**src/sv/cpeb_pkg.sv**
```systemverilog
// Package for the circle pair elastic bounce core: payload structs, pipeline
// stage map and the arithmetic step functions shared by the stages.
// Depends on nothing.
`default_nettype none

package cpeb_pkg;

    // Stage map of the pipeline
    localparam int ROOT_STEPS = 32;
    localparam int DIV_STEPS  = 32;
    localparam int ST_IN      = 0;
    localparam int ST_SQ      = 1;
    localparam int ST_SUM     = 2;
    localparam int ST_ROOT    = 3;
    localparam int ST_OV      = ST_ROOT + ROOT_STEPS;
    localparam int ST_PUSH    = ST_OV + 1;
    localparam int ST_PPROD   = ST_PUSH + 1;
    localparam int ST_DIV     = ST_PPROD + 1;
    localparam int ST_DOTM    = ST_DIV + DIV_STEPS;
    localparam int ST_DOTS    = ST_DOTM + 1;
    localparam int ST_NM      = ST_DOTS + 1;
    localparam int ST_NS      = ST_NM + 1;
    localparam int ST_WM      = ST_NS + 1;
    localparam int ST_WS      = ST_WM + 1;
    localparam int ST_OUT     = ST_WS + 1;
    localparam int NUM_STAGES = ST_OUT + 1;

    // Divider lanes
    localparam int DV_AX    = 0;
    localparam int DV_AY    = 1;
    localparam int DV_BX    = 2;
    localparam int DV_BY    = 3;
    localparam int DV_UX    = 4;
    localparam int DV_UY    = 5;
    localparam int DV_LANES = 6;

    // Velocity weighting lanes
    localparam int WL_AX    = 0;
    localparam int WL_AY    = 1;
    localparam int WL_BX    = 2;
    localparam int WL_BY    = 3;
    localparam int WL_LANES = 4;

    localparam logic signed [39:0] SAT_MAX = 40'sd2147483647;
    localparam logic signed [39:0] SAT_MIN = -40'sd2147483648;

    typedef struct packed {
        logic signed [31:0] a_pos_x;
        logic signed [31:0] a_pos_y;
        logic signed [31:0] a_vel_x;
        logic signed [31:0] a_vel_y;
        logic        [30:0] a_radius;
        logic signed [31:0] b_pos_x;
        logic signed [31:0] b_pos_y;
        logic signed [31:0] b_vel_x;
        logic signed [31:0] b_vel_y;
        logic        [30:0] b_radius;
    } t_in;

    typedef struct packed {
        logic signed [31:0] new_a_pos_x;
        logic signed [31:0] new_a_pos_y;
        logic signed [31:0] new_a_vel_x;
        logic signed [31:0] new_a_vel_y;
        logic signed [31:0] new_b_pos_x;
        logic signed [31:0] new_b_pos_y;
        logic signed [31:0] new_b_vel_x;
        logic signed [31:0] new_b_vel_y;
        logic               collided;
        logic               coincident;
    } t_out;

    typedef struct packed {
        logic [63:0] r;
        logic [31:0] q;
    } t_frac;

    typedef struct packed {
        logic [32:0] rem;
        logic [31:0] q;
    } t_div;

    // Everything one transaction carries down the pipeline
    typedef struct packed {
        t_in                              din;
        logic                             dx_neg;
        logic                             dy_neg;
        logic [32:0]                      adx;
        logic [32:0]                      ady;
        logic                             coinc;
        logic                             far;
        logic [31:0]                      s;
        logic [63:0]                      sx;
        logic [63:0]                      sy;
        logic [61:0]                      ma;
        logic [61:0]                      mb;
        logic [62:0]                      tot;
        logic [63:0]                      sq_x;
        logic [63:0]                      sq_r;
        t_frac                            fa;
        t_frac                            fb;
        logic                             collide;
        logic [31:0]                      ov;
        logic [31:0]                      pa;
        logic [31:0]                      pb;
        t_div [DV_LANES-1:0]              dv;
        logic signed [63:0]               pvx;
        logic signed [63:0]               pvy;
        logic signed [34:0]               dot;
        logic signed [65:0]               pnx;
        logic signed [65:0]               pny;
        logic                             nx_neg;
        logic                             ny_neg;
        logic [35:0]                      nx_m;
        logic [35:0]                      ny_m;
        logic [WL_LANES-1:0][62:0]        w_lo;
        logic [WL_LANES-1:0][36:0]        w_hi;
        logic [WL_LANES-1:0][35:0]        wm;
        t_out                             res;
    } t_work;

    // Clamp to the signed 32-bit range
    function automatic logic [31:0] f_sat(input logic signed [39:0] v);
        logic [31:0] r;
        if (v > SAT_MAX) begin
            r = 32'h7FFF_FFFF;
        end else if (v < SAT_MIN) begin
            r = 32'h8000_0000;
        end else begin
            r = v[31:0];
        end
        return r;
    endfunction

    // Add or subtract a signed magnitude, then saturate
    function automatic logic signed [31:0] f_move(input logic signed [31:0] base,
                                                  input logic [37:0] m,
                                                  input logic neg,
                                                  input logic add);
        logic signed [39:0] d;
        logic signed [39:0] v;
        d = neg ? -$signed({2'b00, m}) : $signed({2'b00, m});
        v = add ? (40'(base) + d) : (40'(base) - d);
        return $signed(f_sat(v));
    endfunction

    // One bit of the mass share fraction; the first step only compares
    function automatic t_frac f_frac_step(input t_frac p, input logic [62:0] den,
                                          input logic first);
        t_frac w;
        w.r = first ? p.r : {p.r[62:0], 1'b0};
        w.q = first ? 32'd0 : {p.q[30:0], 1'b0};
        if (w.r >= 64'(den)) begin
            w.r  = w.r - 64'(den);
            w.q[0] = 1'b1;
        end
        return w;
    endfunction

    // One quotient bit of a restoring division
    function automatic t_div f_div_step(input t_div p, input logic [32:0] den);
        t_div        w;
        logic [33:0] t;
        logic        ge;
        t  = {p.rem, p.q[31]};
        ge = (t >= 34'(den));
        w.rem = ge ? 33'(t - 34'(den)) : t[32:0];
        w.q   = {p.q[30:0], ge};
        return w;
    endfunction

endpackage

`default_nettype wire

```
**src/sv/cpeb_out_fifo.sv**
```systemverilog
// Two-entry output queue of the circle pair bounce core, parting the pipeline
// from the receiver's stall. Depends on cpeb_pkg.
`default_nettype none

module cpeb_out_fifo
    import cpeb_pkg::*;
(
    input  wire  logic i_clk,
    input  wire  logic i_rst_n,
    input  wire  logic i_push,
    input  wire  t_out i_data,
    output logic       o_full,
    output logic       o_valid,
    input  wire  logic i_stall,
    output t_out       o_data
);

    t_out       r_mem [2];
    logic       r_wr;
    logic       r_rd;
    logic [1:0] r_cnt;
    logic       pop;

    assign o_valid = (r_cnt != 2'd0);
    assign o_full  = (r_cnt == 2'd2);
    assign pop     = o_valid && !i_stall;
    assign o_data  = r_mem[r_rd];

    // Store the incoming transaction
    always_ff @(posedge i_clk) begin
        if (i_push) begin
            r_mem[r_wr] <= i_data;
        end
    end

    // Advance pointers and occupancy
    always_ff @(posedge i_clk) begin
        if (!i_rst_n) begin
            r_wr  <= 1'b0;
            r_rd  <= 1'b0;
            r_cnt <= 2'd0;
        end else begin
            if (i_push) begin
                r_wr <= !r_wr;
            end
            if (pop) begin
                r_rd <= !r_rd;
            end
            if (i_push && !pop) begin
                r_cnt <= r_cnt + 2'd1;
            end else if (pop && !i_push) begin
                r_cnt <= r_cnt - 2'd1;
            end
        end
    end

    a_no_overrun: assert property (@(posedge i_clk) disable iff (!i_rst_n)
        i_push |-> !o_full)
        else $error("push into full output queue");

    a_cnt_range: assert property (@(posedge i_clk) disable iff (!i_rst_n)
        r_cnt != 2'd3)
        else $error("output queue count out of range");

    a_pop_count: assert property (@(posedge i_clk) disable iff (!i_rst_n)
        (pop && !i_push) |=> (r_cnt == $past(r_cnt) - 2'd1))
        else $error("output queue count not reduced on pop");

endmodule

`default_nettype wire

```
**config.mk**
```make
export PLATFORM = sky130hd
export DESIGN_NAME = cpeb_out_fifo
export DESIGN_NICKNAME = d
export VERILOG_FILES = /design/src/sv/cpeb_pkg.sv /design/src/sv/cpeb_out_fifo.sv
export SDC_FILE = /design/constraint.sdc
export NUM_CORES = 1
export LEC_CHECK = 0
export BUFFER_PORTS_ARGS = -buffer_cell sky130_fd_sc_hd__buf_2
export CORE_AREA = 2 2 201 203
export DETAILED_ROUTE_END_ITERATION = 8
export DIE_AREA = 0 0 203 205
export HOLD_SLACK_MARGIN = 0.12
export PLACE_DENSITY_LB_ADDON = 0.08
export SYNTH_ARGS = -nofsm -noshare
export SYNTH_HDL_FRONTEND = slang
export SYNTH_SLANG_ARGS = --single-unit
export TNS_END_PERCENT = 100
```
**constraint.sdc**
```tcl
create_clock -name i_clk -period 33.1 [get_ports i_clk]
set_clock_uncertainty 0.1 [all_clocks]
set_input_delay 1.655 -clock i_clk [delete_from_list [all_inputs] [get_ports i_clk]]
set_output_delay 1.655 -clock i_clk [all_outputs]
set_load 0.01 [all_outputs]
```
==> flow_summary.json <==
{
  "maxCapViolCount": 0,
  "r2r_slack_ns": 29.92,
  "end_kind": "output pin",
  "synth_seq_area_share_pct": 79.2,
  "routed_via_density": 4.92,
  "wirelength_mm": 42.3,
  "status": "finished clean",
  "die_h_um": 205,
  "power_frac_seq_pct": 45.8,
  "nets": 1642,
  "worstPathArrival_ns": 3.22,
  "clockBufferDepth": 3,
  "register_area_mm2": 0.0156,
  "period_minus_slack_ns": 4.97,
  "synth_top_area_share_pct": 78.7,
  "cts_sinks": 521,
  "cts-root-buf": "clkbuf_16",
  "ys_top_cells_by_area": "edfxtp_1 79%, mux2_4 15%, mux2_2 3.3%",
  "synth_top_flop_cell": "edfxtp_1",
  "synth_seq_cells": 521,
  "cp.required_ns": 31.35,
  "clk_latency_ns": 0.57,
  "grt.total_usage_pct": 19.6,
  "avgSynthCellArea_um2": 23.9,
  "p_sw_uw": 446,
  "hpwl_mm": 28.8,
  "yosysWarnings": 0,
  "clk_pin_slew_ns": 0.06,
  "pre_cts_slack_ns": 28.39,
  "period_share_pct": 15.0,
  "drive_above_1_share_pct": 60.1,
  "synthesis.area_mm2": 0.0197,
  "wire_per_inst_um": 21.6,
  "drc": 0,
  "die-width_um": 203,
  "fill_cells": 2953,
  "core_area_mm2": 0.0394,
  "swShare_pct": 25.8,
  "die_area_mm2": 0.0416,
  "tritoncts": "done",
  "postCtsSetupBuffers": 0,
  "crit_fanout": 150,
  "synth.net_count": 1088,
  "synth_common_cells": "516 x edfxtp_1, 201 x mux2_4, 57 x mux2_2",
  "power_uw": 1730,
  "setup_tns_ns": 0,
  "globalplace.congestion": 0.747,
  "synthDistinctLibCells": 18,
  "ant_nets": 0,
  "drv_slew": 0,
  "layoutNonFillerInstCount": 1952,
  "setup.worst_path.class": "flip-flop to output pin",
  "hold_slack_ns": 0.431,
  "htreeDepth": 2,
  "p_clk_share_pct": 29.8,
  "pin_count": 522,
  "synthToLayoutAreaGrowth_pct": 23.1,
  "placed_cells": 1850,
  "hold_viol_final": 0,
  "maxSlewHeadroom_pct": 23.9,
  "fmax_mhz": 201,
  "multi_input_area_mm2": 0.00379,
  "setup_ws_ns": 28.13,
  "rsz0062_at_grt": "no",
  "p_int_uw": 1280,
  "yosys.area.top_type": "edfxtp_1",
  "start_kind": "flip-flop",
  "tightest_slew_ns": 1.14,
  "p_leak_uw": 0.00940,
  "via_count": 9611,
  "holdBufCountCts": 0,
  "grt_pass1_wl_mm": 59.6,
  "p_per_area_mw_per_mm2": 71.2,
  "drtPass1Iterations": 5,
  "grt_pass1_vias": 9819,
  "cts_resized": 0,
  "overflow": 0,
  "reg2reg_from": "r_wr",
  "setup_viol": 0,
  "min_path_type": "flip-flop to flip-flop",
  "synth_edf_count": 516,
  "grt_max_degree": 151,
  "io_buffers": 521,
  "synth_most_common_cell": "edfxtp_1",
  "synth_cells": 825,
  "start_util_pct": 50.0,
  "drt_iter0_markers": 526,
  "fp-row-count": 73,
  "min-delay-start": "r_cnt[1]",
  "async_flop_share_pct": 0,
  "antenna_found_initial": 22,
  "peakVddDrop_v": 0.0000705,
  "power_frac_comb_pct": 24.3,
  "numCtsBuffers": 52
}
==> sequential cells by signal (all words and copies together), names as in the netlist, named ones only <==
name / count
r_wr: 1
r_cnt: 2
r_mem: 516
r_rd: 1
==> stage by stage <==
| stage | util (%) | cell area (µm²) |
|---|---|---|
| floorplan | - | 19700 |
| global placement | 57.8 | 22700 |
| detailed placement | 57.8 | 22700 |
| CTS | 61.5 | 24200 |
| global route | 61.5 | 24200 |
| finish | 61.6 | 24200 |
==> final cells by class <==
class	instances	area share, %
flip-flops and latches	521	64.4
multi-input cells	275	15.6
repair buffers	529	11.1
clock buffers	73	5.78
well taps	525	2.71
clock inverters	15	0.258
diodes	14	0.145
==> routing by layer <==
| layer | track usage (%) | routed length (µm) | share of wire [%] |
|---|---|---|---|
| met3 | 8.05 | 4350 | 10 |
| met4 | 8.55 | 1240 | 2.9 |
| met1 | 22.4 | 15500 | 37 |
| met5 | 0 | 104 | 0.25 |
| met2 | 32.6 | 21000 | 50 |
==> final timing paths <==
check / cells after the start / endpoint
max: 3 / o_data[230]
max reg2reg: 3 / r_mem[0][99]
min reg2reg: 2 / r_cnt[1]
min: 2 / r_cnt[1]
==> worst max-delay path: stages, from the launching register on <==
cell     delay [ns]
dfxtp_4        1.10
buf_12         0.80
mux2_2         0.43
buf_2          0.14
==> cell usage in the layout (no fill, tap or decap), types with 2 or more instances in the layout <==
master / instances
buf_2: 521
edfxtp_1: 516
mux2_4: 201
mux2_2: 57
clkbuf_16: 53
clkbuf_1: 20
diode_2: 14
clkinv_1: 10
buf_4: 6
clkinv_2: 5
dfxtp_1: 4
and2_1: 3
nor2b_1: 2
xnor2_1: 2
buf_12: 2
==> power by group through the flow <==
stage          Combinational [µW]  Sequential, µW  Clock (µW)
2_1_floorplan                 309             797           0
5_1_grt                       446             795         553
3_3_place_gp                  425             803           0
4_1_cts                       426             792         529
3_5_place_dp                  425             805           0
6_report                      420             791         515
==> kinds of logic after synthesis <==
group                    Yosys count  synth area share (%)
AO/OA/AOI/OAI                      4                 0.140
XOR/XNOR                           3                 0.133
adder cells (fa/ha/maj)            1                0.0635
buffers and inverters             29                  1.60
flip-flops                       521                  79.2
multiplexers                     258                  18.6
AND/OR/NAND/NOR                    9                 0.286
Power figures use the tool's default switching activity.
